===== src/sv/ftbp_pkg.sv =====
package ftbp_pkg;

    localparam int FLOW_SLOTS = 4096;
    localparam int SLOT_W     = $clog2(FLOW_SLOTS);
    localparam int MIN_BURST  = 1500;

    localparam int FLOW_W = 12;
    localparam int LEN_W  = 16;
    localparam int TIME_W = 64;
    localparam int RATE_W = 40;
    localparam int TOK_W  = 37;
    localparam int CNT_W  = 64;

    localparam int QUEUE_DEPTH = 2;
    localparam int QPTR_W      = $clog2(QUEUE_DEPTH);

    // Refill arithmetic: 64 x 40 bit product, quotient by one second in ns.
    localparam int           PROD_W     = TIME_W + RATE_W;
    localparam int           ACC_W      = 128;
    localparam int           QUO_W      = 38;
    localparam longint       NS_PER_SEC = 64'd1000000000;
    localparam logic [PROD_W-1:0] SAT_LIMIT = PROD_W'(NS_PER_SEC) << QUO_W;
    localparam int           BURST_DIV  = 10;

    // One second in ns is 2^9 times an odd factor. Below SAT_LIMIT the product
    // shifted right by 9 fits in PRE_W bits, and a multiply by the rounded-up
    // reciprocal of the odd factor gives the exact floor.
    localparam int                NS_SHIFT     = 9;
    localparam int                NS_ODD       = 1953125;
    localparam int                PRE_W        = 59;
    localparam int                RECIP_NS_SH  = 80;
    localparam logic [59:0]       RECIP_NS     =
        60'(((81'd1 << RECIP_NS_SH) + 81'(NS_ODD - 1)) / 81'(NS_ODD));

    // rate / 10 is (rate >> 1) / 5, again by a rounded-up reciprocal.
    localparam int                RECIP_5_SH   = 42;
    localparam logic [RATE_W-1:0] RECIP_5      =
        RATE_W'(((64'd1 << RECIP_5_SH) + 64'(BURST_DIV / 2 - 1)) / 64'(BURST_DIV / 2));

    // Sequence points of the refill unit, which runs in three stages.
    localparam int              RC_W        = 5;
    localparam logic [2:0]      RC_MUL_LAST = 3'd3;
    localparam logic [2:0]      RC_ACC_LAST = 3'd4;
    localparam logic [2:0]      RC_EXTRACT  = 3'd5;
    localparam logic [1:0]      RS_BURST    = 2'd0;
    localparam logic [1:0]      RS_PRODUCT  = 2'd1;
    localparam logic [RC_W-1:0] RC_LAST     = 5'd21;

    typedef enum logic [1:0] {
        REQ_PACKET      = 2'd0,
        REQ_SET_RATE    = 2'd1,
        REQ_REMOVE_RATE = 2'd2
    } t_req;

    typedef enum logic [1:0] {
        VERDICT_PASS = 2'd0,
        VERDICT_MARK = 2'd1,
        VERDICT_DROP = 2'd2
    } t_verdict;

    typedef enum logic [2:0] {
        ST_CLEAR,
        ST_IDLE,
        ST_READ,
        ST_CALC,
        ST_UPDATE
    } t_bstate;

    typedef struct packed {
        t_req               kind;
        logic [SLOT_W-1:0]  slot;
        logic [FLOW_W-1:0]  flow;
        logic [LEN_W-1:0]   len;
        logic [TIME_W-1:0]  now;
        logic               ecn;
        logic [RATE_W-1:0]  rate;
    } t_job;

    typedef struct packed {
        logic               rate_valid;
        logic [RATE_W-1:0]  rate;
        logic               bkt_valid;
        logic [TOK_W-1:0]   tokens;
        logic [TIME_W-1:0]  last;
        logic [CNT_W-1:0]   byte_cnt;
        logic [CNT_W-1:0]   rx_pkts;
        logic [CNT_W-1:0]   drops;
    } t_row;

    localparam int ROW_W = $bits(t_row);

    typedef struct packed {
        logic               start;
        logic [TIME_W-1:0]  elapsed;
        logic [RATE_W-1:0]  rate;
    } t_refill_req;

    typedef struct packed {
        logic               done;
        logic               sat;
        logic [QUO_W-1:0]   add;
        logic [TOK_W-1:0]   burst;
    } t_refill_res;

endpackage


===== src/sv/ftbp_queue.sv =====
module ftbp_queue import ftbp_pkg::*; (
    input  logic i_clk,
    input  logic i_rst_n,
    input  logic i_push,
    input  t_job i_job,
    output logic o_ready,
    input  logic i_pop,
    output logic o_valid,
    output t_job o_job
);
    t_job              r_mem [QUEUE_DEPTH];
    logic [QPTR_W-1:0] r_wr;
    logic [QPTR_W-1:0] r_rd;
    logic [QPTR_W:0]   r_count;

    assign o_ready = (r_count != (QPTR_W + 1)'(QUEUE_DEPTH));
    assign o_valid = (r_count != '0);
    assign o_job   = r_mem[r_rd];

    always_ff @(posedge i_clk) begin
        if (!i_rst_n) begin
            r_wr    <= '0;
            r_rd    <= '0;
            r_count <= '0;
        end else begin
            if (i_push) begin
                r_wr <= r_wr + 1'b1;
            end
            if (i_pop) begin
                r_rd <= r_rd + 1'b1;
            end
            if (i_push && !i_pop) begin
                r_count <= r_count + 1'b1;
            end else if (!i_push && i_pop) begin
                r_count <= r_count - 1'b1;
            end
        end
    end

    always_ff @(posedge i_clk) begin
        if (i_push) begin
            r_mem[r_wr] <= i_job;
        end
    end
endmodule


===== config.mk =====
export PLATFORM = sky130hd
export DESIGN_NAME = ftbp_queue
export DESIGN_NICKNAME = d
export VERILOG_FILES = /design/src/sv/ftbp_pkg.sv /design/src/sv/ftbp_queue.sv
export SDC_FILE = /design/constraint.sdc
export NUM_CORES = 1
export LEC_CHECK = 0
export BUFFER_PORTS_ARGS = -buffer_cell sky130_fd_sc_hd__buf_2
export CORE_UTILIZATION = 25
export DETAILED_ROUTE_END_ITERATION = 16
export SYNTH_ARGS = -nofsm -noshare
export SYNTH_HDL_FRONTEND = slang
export SYNTH_SLANG_ARGS = --single-unit

===== constraint.sdc =====
create_clock -name i_clk -period 11.19 [get_ports i_clk]
set_input_delay 0 -clock i_clk [delete_from_list [all_inputs] [get_ports i_clk]]
set_output_delay 0 -clock i_clk [all_outputs]
set_load 0.01 [all_outputs]

==> out/metrics.json <==
{
  "status": {
    "status": "finished clean"
  },
  "detailed_routing": {
    "wire_per_inst_um": 15.0,
    "routed_via_density": 3.91,
    "first_pass_iters": 4,
    "finalWirelength_mm": 23.5,
    "first_iter_violations": 298,
    "antenna_violating_nets_left": 0,
    "via_count": 6114,
    "route.detailed.drc": 0
  },
  "cells_and_area": {
    "share_of_final_layout_standard_cells_stronger_than_drive_strength_1_pct": 51.4,
    "synthToLayoutAreaGrowth_pct": 43.8,
    "nets": 1107,
    "antenna_cells": 0
  },
  "timing": {
    "worst_clock_skew_ps": 7.61,
    "fmax_ghz": 0.383,
    "worst-slew-pin-transition_ps": 955,
    "headroom_to_the_max_slew_limit_pct": 36.4,
    "finalHoldViolations": 0,
    "final.hold.worst_slack_ps": 203,
    "grt_setup_unrepaired": "no",
    "finalCritPeriodShare_pct": 23.4,
    "fin_setup_tns_ps": 0,
    "maxSlewViolCount": 0,
    "final-setup-viol-count": 0,
    "final_period_minus_worst_setup_slack_ps": 2610
  },
  "worst_setup_path": {
    "required_ps": 11190,
    "worst_setup_path_start_kind": "flip-flop",
    "cp_endpoint_kind": "primary output",
    "worstPathArrival_ps": 2610,
    "critPathMaxFanout": 50,
    "worst-setup-path-type": "reg -> out"
  },
  "global_route": {
    "grt_start_max_net_pins": 66,
    "gr-max-usage-layer": "met2",
    "grtUsageMet2_pct": 17.2,
    "number_of_global_route_vias_before_repair": 6512,
    "grt_pass1_wl_mm": 35.0,
    "grtUsageMet1_pct": 11.6,
    "grt_util_all_layers_pct": 10.2,
    "grt.met3_usage_pct": 3.52,
    "grt_overflow_total": 0,
    "grt_antenna_before_repair": 0
  },
  "flow_run": {
    "cap_viol_max_count": 0
  },
  "yosys": {
    "synthesis.nets": 631,
    "synth_flop_cell": "edfxtp_1",
    "syn-cell-area_um2": 10900,
    "synthAdderAreaFrac_pct": 0.115,
    "syn_avg_cell_area_um2": 22.7,
    "yosys.cell_types.count": 17,
    "synth_edf_count": 294,
    "synth_top_cells_by_area": "edfxtp_1 81%, mux2_2 15%, buf_6 1.6%, dfxtp_1 0.92%, and2_1 0.23%",
    "yosysMostFrequentCell": "edfxtp_1",
    "synth-compound-area-share_pct": 0.184,
    "netlist_instances": 479,
    "synth-seq-cells": 299,
    "sequential_fraction_of_the_synthesis_area_pct": 82.1,
    "synthesis.yosys.warnings": 0,
    "post_synth_and_or_nand_nor_area_fraction_pct": 0.518,
    "synth.top_cell.area_share_pct": 81.2,
    "synth_area_leader_cell": "edfxtp_1",
    "main_combinational_cell_family_by_area_after_synthesis": "multiplexers",
    "yosys-mux-area-fraction_pct": 15.2,
    "async_flop_share_pct": 0,
    "netlist_top_cells_count": "294 x edfxtp_1, 147 x mux2_2, 15 x buf_6, 5 x dfxtp_1, 4 x and2_1",
    "synth-xor-area-share_pct": 0.242
  },
  "clocking": {
    "clockRootBuffer": "clkbuf_16",
    "cts-htree-levels": 2,
    "clock_tree.buffer_depth": 3,
    "cts_setup_buffers": 0,
    "skew_pair_late_insertion_delay_ps": 510,
    "clk_pin_slew_ps": 60,
    "cts_buffers": 34,
    "tritoncts_num_sinks": 299,
    "clock_tree_from_tritoncts": "built",
    "cts_resized": 0
  },
  "floorplanning": {
    "initial_util_pct": 25.3,
    "ios": 300,
    "die_y_um": 211,
    "die_area_um2": 44300,
    "core_ar_um2": 43000,
    "die_x_um": 211,
    "placement_rows": 76
  },
  "power": {
    "vdd_ir_drop_max_mv": 0.103,
    "static-leakage-power_nw": 5.80,
    "pwr_density_cell_nw_per_um2": 174
  },
  "placed_design": {
    "io_buffer_count": 299,
    "dpl.hpwl_mm": 13.9,
    "gp_congestion": 0.689
  },
  "worst_hold_path": {
    "worst_hold_path_type": "in -> reg"
  }
}
-- metrics by stage --
stage | cell area [um^2] | cells | setup WS (ps) | total power, mW | util (%)
after global routing | 15600 | 1564 | 8370 | 2.83 | 36.4
after global placement | 13000 | 1353 | 9000 | 1.58 | 30.2
after floorplan | 10900 | 479 | 3720 | 1.49 | -
final | 15600 | 1564 | 8580 | 2.72 | 36.4
after CTS | 15600 | 1564 | 8420 | 2.77 | 36.4
after detailed placement | 13000 | 1353 | 8990 | 1.58 | 30.2
-- layout by cell type, fill, tap and decap left out --
cell type	instances
dfxtp_1	4
dlygate4sd3_1	151
clkbuf_1	5
edfxtp_1	294
nor2b_4	1
o21ai_0	1
clkinv_2	4
buf_2	299
nor2b_1	1
clkbuf_16	37
xnor2_1	1
mux2_2	147
and2_4	1
or2_2	1
buf_4	6
dfxtp_4	1
o21a_1	1
clkinvlp_4	1
or3_1	1
inv_1	1
and2_1	3
xor2_1	2
clkinv_1	8
ha_1	1
clkbuf_8	1
nand2b_1	1
bufinv_16	4
a21boi_1	1
-- worst paths after layout --
path	from	endpoint	slack, ps	depth (start not counted)
setup / recovery	flip-flop	o_job[96]	8580	3
hold / removal	i_job[78]	r_mem[1][78]	200	2
setup reg to reg	r_wr	r_mem[0][79]	9010	2
hold reg to reg	r_count[1]	r_count[1]	520	2
-- power by group --
group | internal [mW] | switching (mW)
Sequential | 1.30 | 0.0197
Combinational | 0.149 | 0.135
Clock | 0.696 | 0.425
Total | 2.14 | 0.580
-- worst max-delay path: stages, from the launching register on --
cell     delay [ps]
dfxtp_4         790
buf_4           690
mux2_2          410
buf_2           150
-- cells by family (layout without fill, tap and decap cells) --
logic type,count (synthesis),count (layout)
flops,299,299
mux,147,147
buf+inv,17,517
simple gates,9,9
compound gates,3,3
xor+xnor,3,3
fa+ha+maj,1,1
-- area by class of cell --
class | instances | area [um^2]
well taps | 585 | 732
repair buffers | 456 | 3050
fillers | 4065 | 27300
inverters | 1 | 3.75
clock buffers | 43 | 958
clock inverters | 17 | 178
multi-input cells | 163 | 1780
flip-flops and latches | 299 | 8930
-- state kept, by name (all words and copies together), names as in the netlist, named ones only --
signal	flops
r_count	2
r_mem	294
r_rd	1
r_wr	1
-- per-layer routing --
| layer | vias up | part of all wire (%) |
|---|---|---|
| met2 | 204 | 50 |
| met1 | 2996 | 40 |
| met5 | - | 0 |
| met3 | 46 | 7.3 |
| li1 | 2868 | - |
| met4 | 0 | 3.2 |
-- repair_timing --
action                                 CTS  global route
hold buffers                           151             0
endpoints found under the hold margin  318             0
setup endpoints to repair                0             0
Note: power is estimated with default switching activity, not from simulation.
