===== src/sv/ftbp_pkg.sv =====
package ftbp_pkg;

    localparam int FLOW_SLOTS = 4096;
    localparam int SLOT_W     = $clog2(FLOW_SLOTS);
    localparam int MIN_BURST  = 1500;

    localparam int FLOW_W = 12;
    localparam int LEN_W  = 16;
    localparam int TIME_W = 64;
    localparam int RATE_W = 40;
    localparam int TOK_W  = 37;
    localparam int CNT_W  = 64;

    localparam int QUEUE_DEPTH = 2;
    localparam int QPTR_W      = $clog2(QUEUE_DEPTH);

    // Refill arithmetic: 64 x 40 bit product, quotient by one second in ns.
    localparam int           PROD_W     = TIME_W + RATE_W;
    localparam int           ACC_W      = 128;
    localparam int           QUO_W      = 38;
    localparam longint       NS_PER_SEC = 64'd1000000000;
    localparam logic [PROD_W-1:0] SAT_LIMIT = PROD_W'(NS_PER_SEC) << QUO_W;
    localparam int           BURST_DIV  = 10;

    // One second in ns is 2^9 times an odd factor. Below SAT_LIMIT the product
    // shifted right by 9 fits in PRE_W bits, and a multiply by the rounded-up
    // reciprocal of the odd factor gives the exact floor.
    localparam int                NS_SHIFT     = 9;
    localparam int                NS_ODD       = 1953125;
    localparam int                PRE_W        = 59;
    localparam int                RECIP_NS_SH  = 80;
    localparam logic [59:0]       RECIP_NS     =
        60'(((81'd1 << RECIP_NS_SH) + 81'(NS_ODD - 1)) / 81'(NS_ODD));

    // rate / 10 is (rate >> 1) / 5, again by a rounded-up reciprocal.
    localparam int                RECIP_5_SH   = 42;
    localparam logic [RATE_W-1:0] RECIP_5      =
        RATE_W'(((64'd1 << RECIP_5_SH) + 64'(BURST_DIV / 2 - 1)) / 64'(BURST_DIV / 2));

    // Sequence points of the refill unit, which runs in three stages.
    localparam int              RC_W        = 5;
    localparam logic [2:0]      RC_MUL_LAST = 3'd3;
    localparam logic [2:0]      RC_ACC_LAST = 3'd4;
    localparam logic [2:0]      RC_EXTRACT  = 3'd5;
    localparam logic [1:0]      RS_BURST    = 2'd0;
    localparam logic [1:0]      RS_PRODUCT  = 2'd1;
    localparam logic [RC_W-1:0] RC_LAST     = 5'd21;

    typedef enum logic [1:0] {
        REQ_PACKET      = 2'd0,
        REQ_SET_RATE    = 2'd1,
        REQ_REMOVE_RATE = 2'd2
    } t_req;

    typedef enum logic [1:0] {
        VERDICT_PASS = 2'd0,
        VERDICT_MARK = 2'd1,
        VERDICT_DROP = 2'd2
    } t_verdict;

    typedef enum logic [2:0] {
        ST_CLEAR,
        ST_IDLE,
        ST_READ,
        ST_CALC,
        ST_UPDATE
    } t_bstate;

    typedef struct packed {
        t_req               kind;
        logic [SLOT_W-1:0]  slot;
        logic [FLOW_W-1:0]  flow;
        logic [LEN_W-1:0]   len;
        logic [TIME_W-1:0]  now;
        logic               ecn;
        logic [RATE_W-1:0]  rate;
    } t_job;

    typedef struct packed {
        logic               rate_valid;
        logic [RATE_W-1:0]  rate;
        logic               bkt_valid;
        logic [TOK_W-1:0]   tokens;
        logic [TIME_W-1:0]  last;
        logic [CNT_W-1:0]   byte_cnt;
        logic [CNT_W-1:0]   rx_pkts;
        logic [CNT_W-1:0]   drops;
    } t_row;

    localparam int ROW_W = $bits(t_row);

    typedef struct packed {
        logic               start;
        logic [TIME_W-1:0]  elapsed;
        logic [RATE_W-1:0]  rate;
    } t_refill_req;

    typedef struct packed {
        logic               done;
        logic               sat;
        logic [QUO_W-1:0]   add;
        logic [TOK_W-1:0]   burst;
    } t_refill_res;

endpackage


===== src/sv/ftbp_req_if.sv =====
interface ftbp_req_if import ftbp_pkg::*; ();
    logic              valid;
    logic              ready;
    logic [1:0]        req_type;
    logic [FLOW_W-1:0] flow;
    logic [LEN_W-1:0]  pkt_length;
    logic [TIME_W-1:0] now_ns;
    logic              ecn_capable;
    logic [RATE_W-1:0] rate_value;

    modport source (output valid, req_type, flow, pkt_length, now_ns, ecn_capable,
                    rate_value, input ready);
    modport sink (input valid, req_type, flow, pkt_length, now_ns, ecn_capable,
                  rate_value, output ready);
endinterface


===== src/sv/ftbp_front.sv =====
module ftbp_front import ftbp_pkg::*; (
    input  logic       i_clk,
    input  logic       i_rst_n,
    input  logic       i_hold,
    ftbp_req_if.sink   i_req,
    input  logic       i_q_ready,
    output logic       o_push,
    output t_job       o_job
);
    logic r_valid;
    t_job r_job;
    logic accept;
    logic known;

    // Items with an unknown request type are taken and discarded here.
    assign known = (i_req.req_type == REQ_PACKET) || (i_req.req_type == REQ_SET_RATE) ||
                   (i_req.req_type == REQ_REMOVE_RATE);
    assign o_push      = r_valid && i_q_ready;
    assign i_req.ready = !i_hold && (!r_valid || i_q_ready);
    assign accept      = i_req.valid && i_req.ready;
    assign o_job       = r_job;

    always_ff @(posedge i_clk) begin
        if (!i_rst_n) begin
            r_valid <= 1'b0;
        end else if (accept) begin
            r_valid <= known;
        end else if (o_push) begin
            r_valid <= 1'b0;
        end
    end

    always_ff @(posedge i_clk) begin
        if (accept) begin
            r_job.kind <= t_req'(i_req.req_type);
            r_job.slot <= SLOT_W'(i_req.flow);
            r_job.flow <= i_req.flow;
            r_job.len  <= i_req.pkt_length;
            r_job.now  <= i_req.now_ns;
            r_job.ecn  <= i_req.ecn_capable;
            r_job.rate <= i_req.rate_value;
        end
    end
endmodule


===== src/flat_wrapper.sv =====
// flat-port wrapper written by rule: the top's interface ports become plain ports
module ftbp_front_flat import ftbp_pkg::*;
  (i_clk, i_rst_n, i_hold, i_q_ready, o_push, o_job, i_req_valid, i_req_req_type, i_req_flow, i_req_pkt_length, i_req_now_ns, i_req_ecn_capable, i_req_rate_value, i_req_ready);
  ftbp_req_if i_req_i ();
  input  logic i_clk;
  input  logic i_rst_n;
  input  logic i_hold;
  input  logic i_q_ready;
  output logic o_push;
  output t_job o_job;
  input wire logic [$bits(i_req_i.valid)-1:0] i_req_valid;
  input wire logic [$bits(i_req_i.req_type)-1:0] i_req_req_type;
  input wire logic [$bits(i_req_i.flow)-1:0] i_req_flow;
  input wire logic [$bits(i_req_i.pkt_length)-1:0] i_req_pkt_length;
  input wire logic [$bits(i_req_i.now_ns)-1:0] i_req_now_ns;
  input wire logic [$bits(i_req_i.ecn_capable)-1:0] i_req_ecn_capable;
  input wire logic [$bits(i_req_i.rate_value)-1:0] i_req_rate_value;
  output wire logic [$bits(i_req_i.ready)-1:0] i_req_ready;
  assign i_req_i.valid = i_req_valid;
  assign i_req_i.req_type = i_req_req_type;
  assign i_req_i.flow = i_req_flow;
  assign i_req_i.pkt_length = i_req_pkt_length;
  assign i_req_i.now_ns = i_req_now_ns;
  assign i_req_i.ecn_capable = i_req_ecn_capable;
  assign i_req_i.rate_value = i_req_rate_value;
  assign i_req_ready = i_req_i.ready;
  ftbp_front u_core (.i_clk(i_clk), .i_rst_n(i_rst_n), .i_hold(i_hold), .i_req(i_req_i), .i_q_ready(i_q_ready), .o_push(o_push), .o_job(o_job));
endmodule

===== config.mk =====
export PLATFORM = sky130hd
export DESIGN_NAME = ftbp_front_flat
export DESIGN_NICKNAME = d
export VERILOG_FILES = /design/src/sv/ftbp_pkg.sv /design/src/sv/ftbp_req_if.sv /design/src/sv/ftbp_front.sv /design/src/flat_wrapper.sv
export SDC_FILE = /design/constraint.sdc
export NUM_CORES = 1
export LEC_CHECK = 0
export ABC_AREA = 0
export BUFFER_PORTS_ARGS = -buffer_cell sky130_fd_sc_hd__buf_4
export CAP_MARGIN = 10
export CELL_PAD_IN_SITES_DETAIL_PLACEMENT = 1
export CELL_PAD_IN_SITES_GLOBAL_PLACEMENT = 2
export CORE_UTILIZATION = 25
export CTS_BUF_LIST = sky130_fd_sc_hd__clkbuf_4 sky130_fd_sc_hd__clkbuf_8 sky130_fd_sc_hd__clkbuf_16
export CTS_CLUSTER_DIAMETER = 40
export DETAILED_ROUTE_END_ITERATION = 8
export GPL_ROUTABILITY_DRIVEN = 1
export PLACE_DENSITY = 0.81
export SLEW_MARGIN = 5
export SYNTH_ARGS = -nofsm -noshare
export SYNTH_HDL_FRONTEND = slang
export SYNTH_SLANG_ARGS = --single-unit

===== constraint.sdc =====
create_clock -name i_clk -period 8.9 [get_ports i_clk]
set_input_delay 1.78 -clock i_clk [delete_from_list [all_inputs] [get_ports i_clk]]
set_output_delay 1.78 -clock i_clk [all_outputs]
set_load 0.05 [all_outputs]

==> impl_metrics.csv, run 1 <==
group,metric,value,unit
outcome,status,"completed",
die,row_count,47,
final_layout,diodes,0,
grt,overflow,0,
critical_path,crit_path_cell_trace,"buf_4, nor2b_1, nor2_1, buf_4",
yosys,synth_top_family_by_area,"buffers and inverters",
sta,post-route-period-util,47.6,%
yosys,yosysSeqAreaShare,96.6,%
yosys,syn_area_per_cell,27.2,um2
detailed_routing,viasPerCell,3.88,
critical_path,r2r_cells,3,
sta,maxSlewHeadroom,41.7,%
critical_path,cpPeakStageDelay,290,ps
detailed_routing,drc,0,
sta,drv_slew,0,
critical_path,criticalPathCategory,"primary input to primary output",
die,coreArea,16500,um2
final_layout,final_cells,685,
clocking,cts-root-buf,"clkbuf_16",
yosys,ys_ff_latch,136,
sta,final-hold-violation-count,0,
detailed_routing,ant_nets,0,
die,die_w,132,um
critical_path,cpMaxStageDelayCell,"nor2b_1",
critical_path,required,7120,ps
detailed_routing,firstDrtPassIters,4,
grt,grt_antenna_before_repair,0,
final_layout,area_growth,71.6,%
yosys,yosys_warnings,0,
grt,gr-usage-all-layers,13.6,%
die,pin_count,289,
clocking,clk_path_buf_depth,2,
critical_path,cp-start-kind,"primary input",
grt,grt_pass1_wl,17200,um
clocking,cts_made_buffers,17,
critical_path,rrSetupSlack,7200,ps
yosys,synth_compound_area_share,0.386,%
hold_path,worstHoldPathCells,2,
yosys,synthAdderAreaFrac,0,%
clocking,cts_tree,"yes",
critical_path,rr_endpoint,"u_core.o_job[61]$_DFFE_PP_",
power_and_ir_drop,total_power,1720,uW
detailed_routing,routed_wirelength,11600,um
hold_path,hp-class,"flop to flop",
yosys,synthMuxAreaShare,0,%
sta,skew,5.82,ps
sta,period_needed,4240,ps
grt,grt_pass1_vias,2910,
clocking,cts_max_level,4,
placed_design,post-place-cells,653,
yosys,synthSimpleGateAreaFrac,0.831,%
yosys,synth_area,4220,um2
detailed_routing,dr_total_vias,2655,
die,fp.dieArea,17400,um2
power_and_ir_drop,leakage,0.00300,uW
hold_path,holdPathEnd,"u_core.r_valid$_SDFFE_PN0P_",
yosys,syn_inst,155,
placed_design,gp_congestion,0.832,
detailed_routing,avgRoutedWirePerCell,16.9,um
grt,grt_start_max_net_pins,69,
die,start_util,25.5,%
yosys,synth_nets,295,
clocking,cts_setup_buffers,0,
critical_path,end_kind,"primary output",
final_layout,postLayoutCoreUtil,43.8,%
final_layout,layout-drive-gt1-share,70.1,%
clocking,cts_sinks,136,
final_layout,design_area,7230,um2
flow_run,drv_cap,0,
hold_path,min_from,"u_core.r_valid$_SDFFE_PN0P_",
clocking,cts.hold.buffers_added,0,
critical_path,crit_top_cell,"buf_4",
final_layout,nNetsFinal,592,
critical_path,worstPathMaxFanout,3,
die,die_h,132,um
critical_path,cp.arrival,2460,ps
placed_design,port_buffers,288,
sta,grt_setup_unrepaired,"no",
placed_design,hpwl,8880,um
clocking,post_cts_resized,0,
power_and_ir_drop,ir_drop,0.117,mV
yosys,synth-xor-area-share,0,%
clocking,clk_pin_slew_worst_paths,60,ps
sta,setup_viol,0,
sta,max_freq,236,MHz
yosys,synth_cell_type_count,9,
sta,worstMarginPinSlew,875,ps
placed_design,placed_cell_area,6590,um2
sta,fin_setup_tns,0,ps
power_and_ir_drop,cellPowerDensity,238,nW/um2
clocking,clk_latency,410,ps
critical_path,r2r_start,"u_core.r_valid$_SDFFE_PN0P_",
detailed_routing,drt-initial-drc-count,89,
## metrics by stage
stage	setup WS, ps	hold WS, ps
detailed placement	4660	706
CTS	4660	716
floorplan	705	634
finish	4660	712
global placement	4700	684
global route	4630	734
## cells in the final DEF, fill, tap and decap left out
cell          n
buf_4       290
edfxtp_1    135
clkbuf_16    17
bufinv_16     5
clkinv_2      3
inv_6         3
clkinvlp_4    3
and2_2        1
nor2b_1       1
nand2b_4      1
nor2_4        1
nor2_1        1
a21oi_2       1
o21a_1        1
clkinv_4      1
dfxtp_1       1
## critical path, delay by kind of cell
kind / cells / cell delay, ps
and+or+nand+nor: 2 / 370
buffers and inverters: 2 / 310
## routing by layer
metal	vias up	track usage (%)	wire (um)
met5	-	0	0
met4	0	4.97	186
met3	17	6.57	1050
met2	160	24.8	6480
met1	1279	13.1	3840
li1	1199	-	-
## flip-flops by register name (all words and copies together), names as in the netlist
signal and cells:
u_core.r_valid 1, u_core.o_job 135
## worst max-delay path by stage
stage                          from                   endpoint  slack, ps  cells past startpoint
after detailed placement  i_q_ready                i_req_ready       4660                      4
after CTS                 i_q_ready                i_req_ready       4660                      4
after global routing      i_q_ready                i_req_ready       4630                      4
after global placement    i_q_ready                i_req_ready       4700                      4
final                     i_q_ready                i_req_ready       4660                      4
after floorplan              i_hold  u_core.o_job[0]$_DFFE_PP_        710                      2
## layout make-up
type                    count  area, um2
clock buffers              17        425
well taps                 220        275
multi-input cells           7       58.8
clock inverters            15        223
fillers                  1677       9290
repair buffers            290       2180
flip-flops and latches    136       4070
## synth_stat cells (all sizes together)
cell type,count,share of area [%]
a21oi,1,0.21
edfxtp,135,96
buf,12,2.1
nor2b,1,0.15
and2,1,0.18
nor2,2,0.18
nand2b,1,0.33
dfxtp,1,0.47
o21a,1,0.18
## power breakdown
group          switching, uW  internal [uW]
clock                    269            498
sequential              8.92            739
combinational            133           73.3
## cell families (layout without fill, tap and decap cells)
family	Yosys count	in the layout
AOI/OAI and AO/OA	2	2
buffers and inverters	12	322
DFF	136	136
and+or+nand+nor	5	5
(Power assumes the default switching activity.)
==> run 2: changes to the inputs <==
==> constraint.sdc (replaced) <==
create_clock -name i_clk -period 4.3 [get_ports i_clk]
set_input_delay 0.86 -clock i_clk [delete_from_list [all_inputs] [get_ports i_clk]]
set_output_delay 0.86 -clock i_clk [all_outputs]
set_load 0.05 [all_outputs]
==> run 2 against run 1 <==
Compared with the run above:
- die area stayed put
- count of clock-buffer cells in the layout is the same
- non-clock buffer count rose by 1
- combinational power rose by 110%
- wire length fell by 2.1%
- core utilization fell by 0.23 points
- first-iteration DRC count rose by 22%
- sequential power rose by 110%
- sequential cell count is the same
- sequential share of layout area rose by 0.30 points
- largest power group is now registers
==> impl_metrics.csv, run 2 (synthesis results as in run 1) <==
group,metric,value,unit
outcome,status,"completed",
placed_design,hpwl,8700,um
final_layout,final_cell_mix,"buf_4 (291), edfxtp_1 (135), clkbuf_16 (17), clkinvlp_4 (5), bufinv_16 (3)",
power_and_ir_drop,leakage,0.00297,uW
detailed_routing,viasPerCell,3.86,
placed_design,dpl_worst_slack,1920,ps
detailed_routing,drt-initial-drc-count,109,
die,pin_count,289,
power_and_ir_drop,switching_share,24.8,%
die,fp.dieArea,17400,um2
flow_run,drv_cap,0,
placed_design,port_buffers,288,
grt,met2_usage,23.0,%
critical_path,r2r_cells,3,
detailed_routing,avgRoutedWirePerCell,16.5,um
sta,skew,8.20,ps
sta,worstMarginPinSlew,667,ps
sta,period_needed,2370,ps
clocking,cts_sinks,136,
sta,worst_slack,1930,ps
sta,max_freq,422,MHz
grt,gr-usage-all-layers,13.3,%
grt,grt_pass1_vias,2889,
detailed_routing,firstDrtPassIters,4,
sta,post-route-period-util,55.2,%
sta,grt_setup_unrepaired,"no",
final_layout,design_area,7190,um2
clocking,cts_tree,"yes",
power_and_ir_drop,power_switching,854,uW
power_and_ir_drop,cellPowerDensity,479,nW/um2
detailed_routing,dr_total_vias,2645,
clocking,cts_max_level,4,
critical_path,required,3440,ps
critical_path,criticalPathCategory,"primary input to primary output",
power_and_ir_drop,p_int,2590,uW
die,start_util,25.5,%
critical_path,rr_endpoint,"u_core.o_job[16]$_DFFE_PP_",
placed_design,gp_congestion,0.822,
detailed_routing,routed_wirelength,11300,um
sta,final-hold-violation-count,0,
final_layout,layout-drive-gt1-share,70.0,%
critical_path,cp-startpoint,"i_q_ready",
power_and_ir_drop,combPwrFrac,12.4,%
critical_path,end_kind,"primary output",
sta,maxSlewHeadroom,55.5,%
die,die_w,132,um
grt,grt_pass1_wl,16700,um
final_layout,nNetsFinal,593,
critical_path,rrSetupSlack,2730,ps
final_layout,largest_reg_flops,135,
critical_path,worstPathMaxFanout,3,
grt,grt_antenna_before_repair,0,
final_layout,diodes,0,
detailed_routing,drc,0,
critical_path,cp-start-kind,"primary input",
grt,grt-busiest-layer,"met2",
final_layout,layout_commonest_cell,"buf_4",
sta,fin_setup_tns,0,ps
grt,met1_usage,13.4,%
hold_path,worstHoldPathCells,1,
clocking,cts.hold.buffers_added,0,
die,row_count,47,
clocking,cts_setup_buffers,0,
critical_path,r2r_start,"u_core.r_valid$_SDFFE_PN0P_",
die,die_h,132,um
final_layout,area_growth,70.7,%
sta,drv_slew,0,
grt,overflow,0,
die,coreArea,16500,um2
power_and_ir_drop,seq_power_share,44.8,%
hold_path,holdPathEnd,"u_core.o_job[90]$_DFFE_PP_",
final_layout,final_cells,686,
critical_path,cp.arrival,1510,ps
clocking,clk_pin_slew_worst_paths,60,ps
clocking,cts_made_buffers,17,
detailed_routing,ant_nets,0,
hold_path,min_from,"i_req_now_ns[49]",
clocking,clk_latency,410,ps
placed_design,post-place-cells,654,
power_and_ir_drop,ir_drop,0.241,mV
hold_path,hp-class,"primary input to flop",
sta,setup_viol,0,
clocking,post_cts_resized,0,
clocking,clk_path_buf_depth,2,
power_and_ir_drop,clock_power_share,42.8,%
placed_design,placed_cell_area,6590,um2
clocking,cts-root-buf,"clkbuf_16",
grt,met3_usage,6.92,%
grt,grt_start_max_net_pins,54,
[run 2: layout make-up]
class / instances / area, um2
multi-input combinational: 7 / 58.8
timing repair buffer: 291 / 2180
fill: 1680 / 9330
tap: 220 / 275
clock inverter: 15 / 176
sequential: 136 / 4070
clock buffer: 17 / 425
[run 2: power by group through the flow]
stage          Clock, uW  Combinational [uW]  Sequential, uW
2_1_floorplan          0                48.3            1760
6_report            1470                 427            1550
3_5_place_dp           0                 432            1570
3_3_place_gp           0                 425            1570
4_1_cts             1520                 432            1550
5_1_grt             1570                 443            1550
[run 2: worst max path at each step]
stage | end | slack [ps]
after CTS | i_req_ready | 1920
after global placement | i_req_ready | 1930
final | i_req_ready | 1930
after floorplan | u_core.o_job[0]$_DFFE_PP_ | 900
after global routing | i_req_ready | 1870
after detailed placement | i_req_ready | 1920
[run 2: metrics by stage]
step | util, % | hold slack [ps] | power [uW]
3_3_place_gp | 39.9 | 684 | 2000
4_1_cts | 43.5 | 601 | 3500
2_1_floorplan | - | 667 | 1810
5_1_grt | 43.5 | 589 | 3560
6_report | 43.5 | 622 | 3450
3_5_place_dp | 39.9 | 699 | 2010
[run 2: metal layers]
layer	up-vias	wire [um]
li1	1204	-
met1	1258	4130
met2	169	5860
met3	14	1130
met4	0	193
met5	-	0
[run 2: worst max-delay path: stages]
cell and delay, ps:
buf_4 110, nor2b_1 270, nor2_1 70, buf_4 200
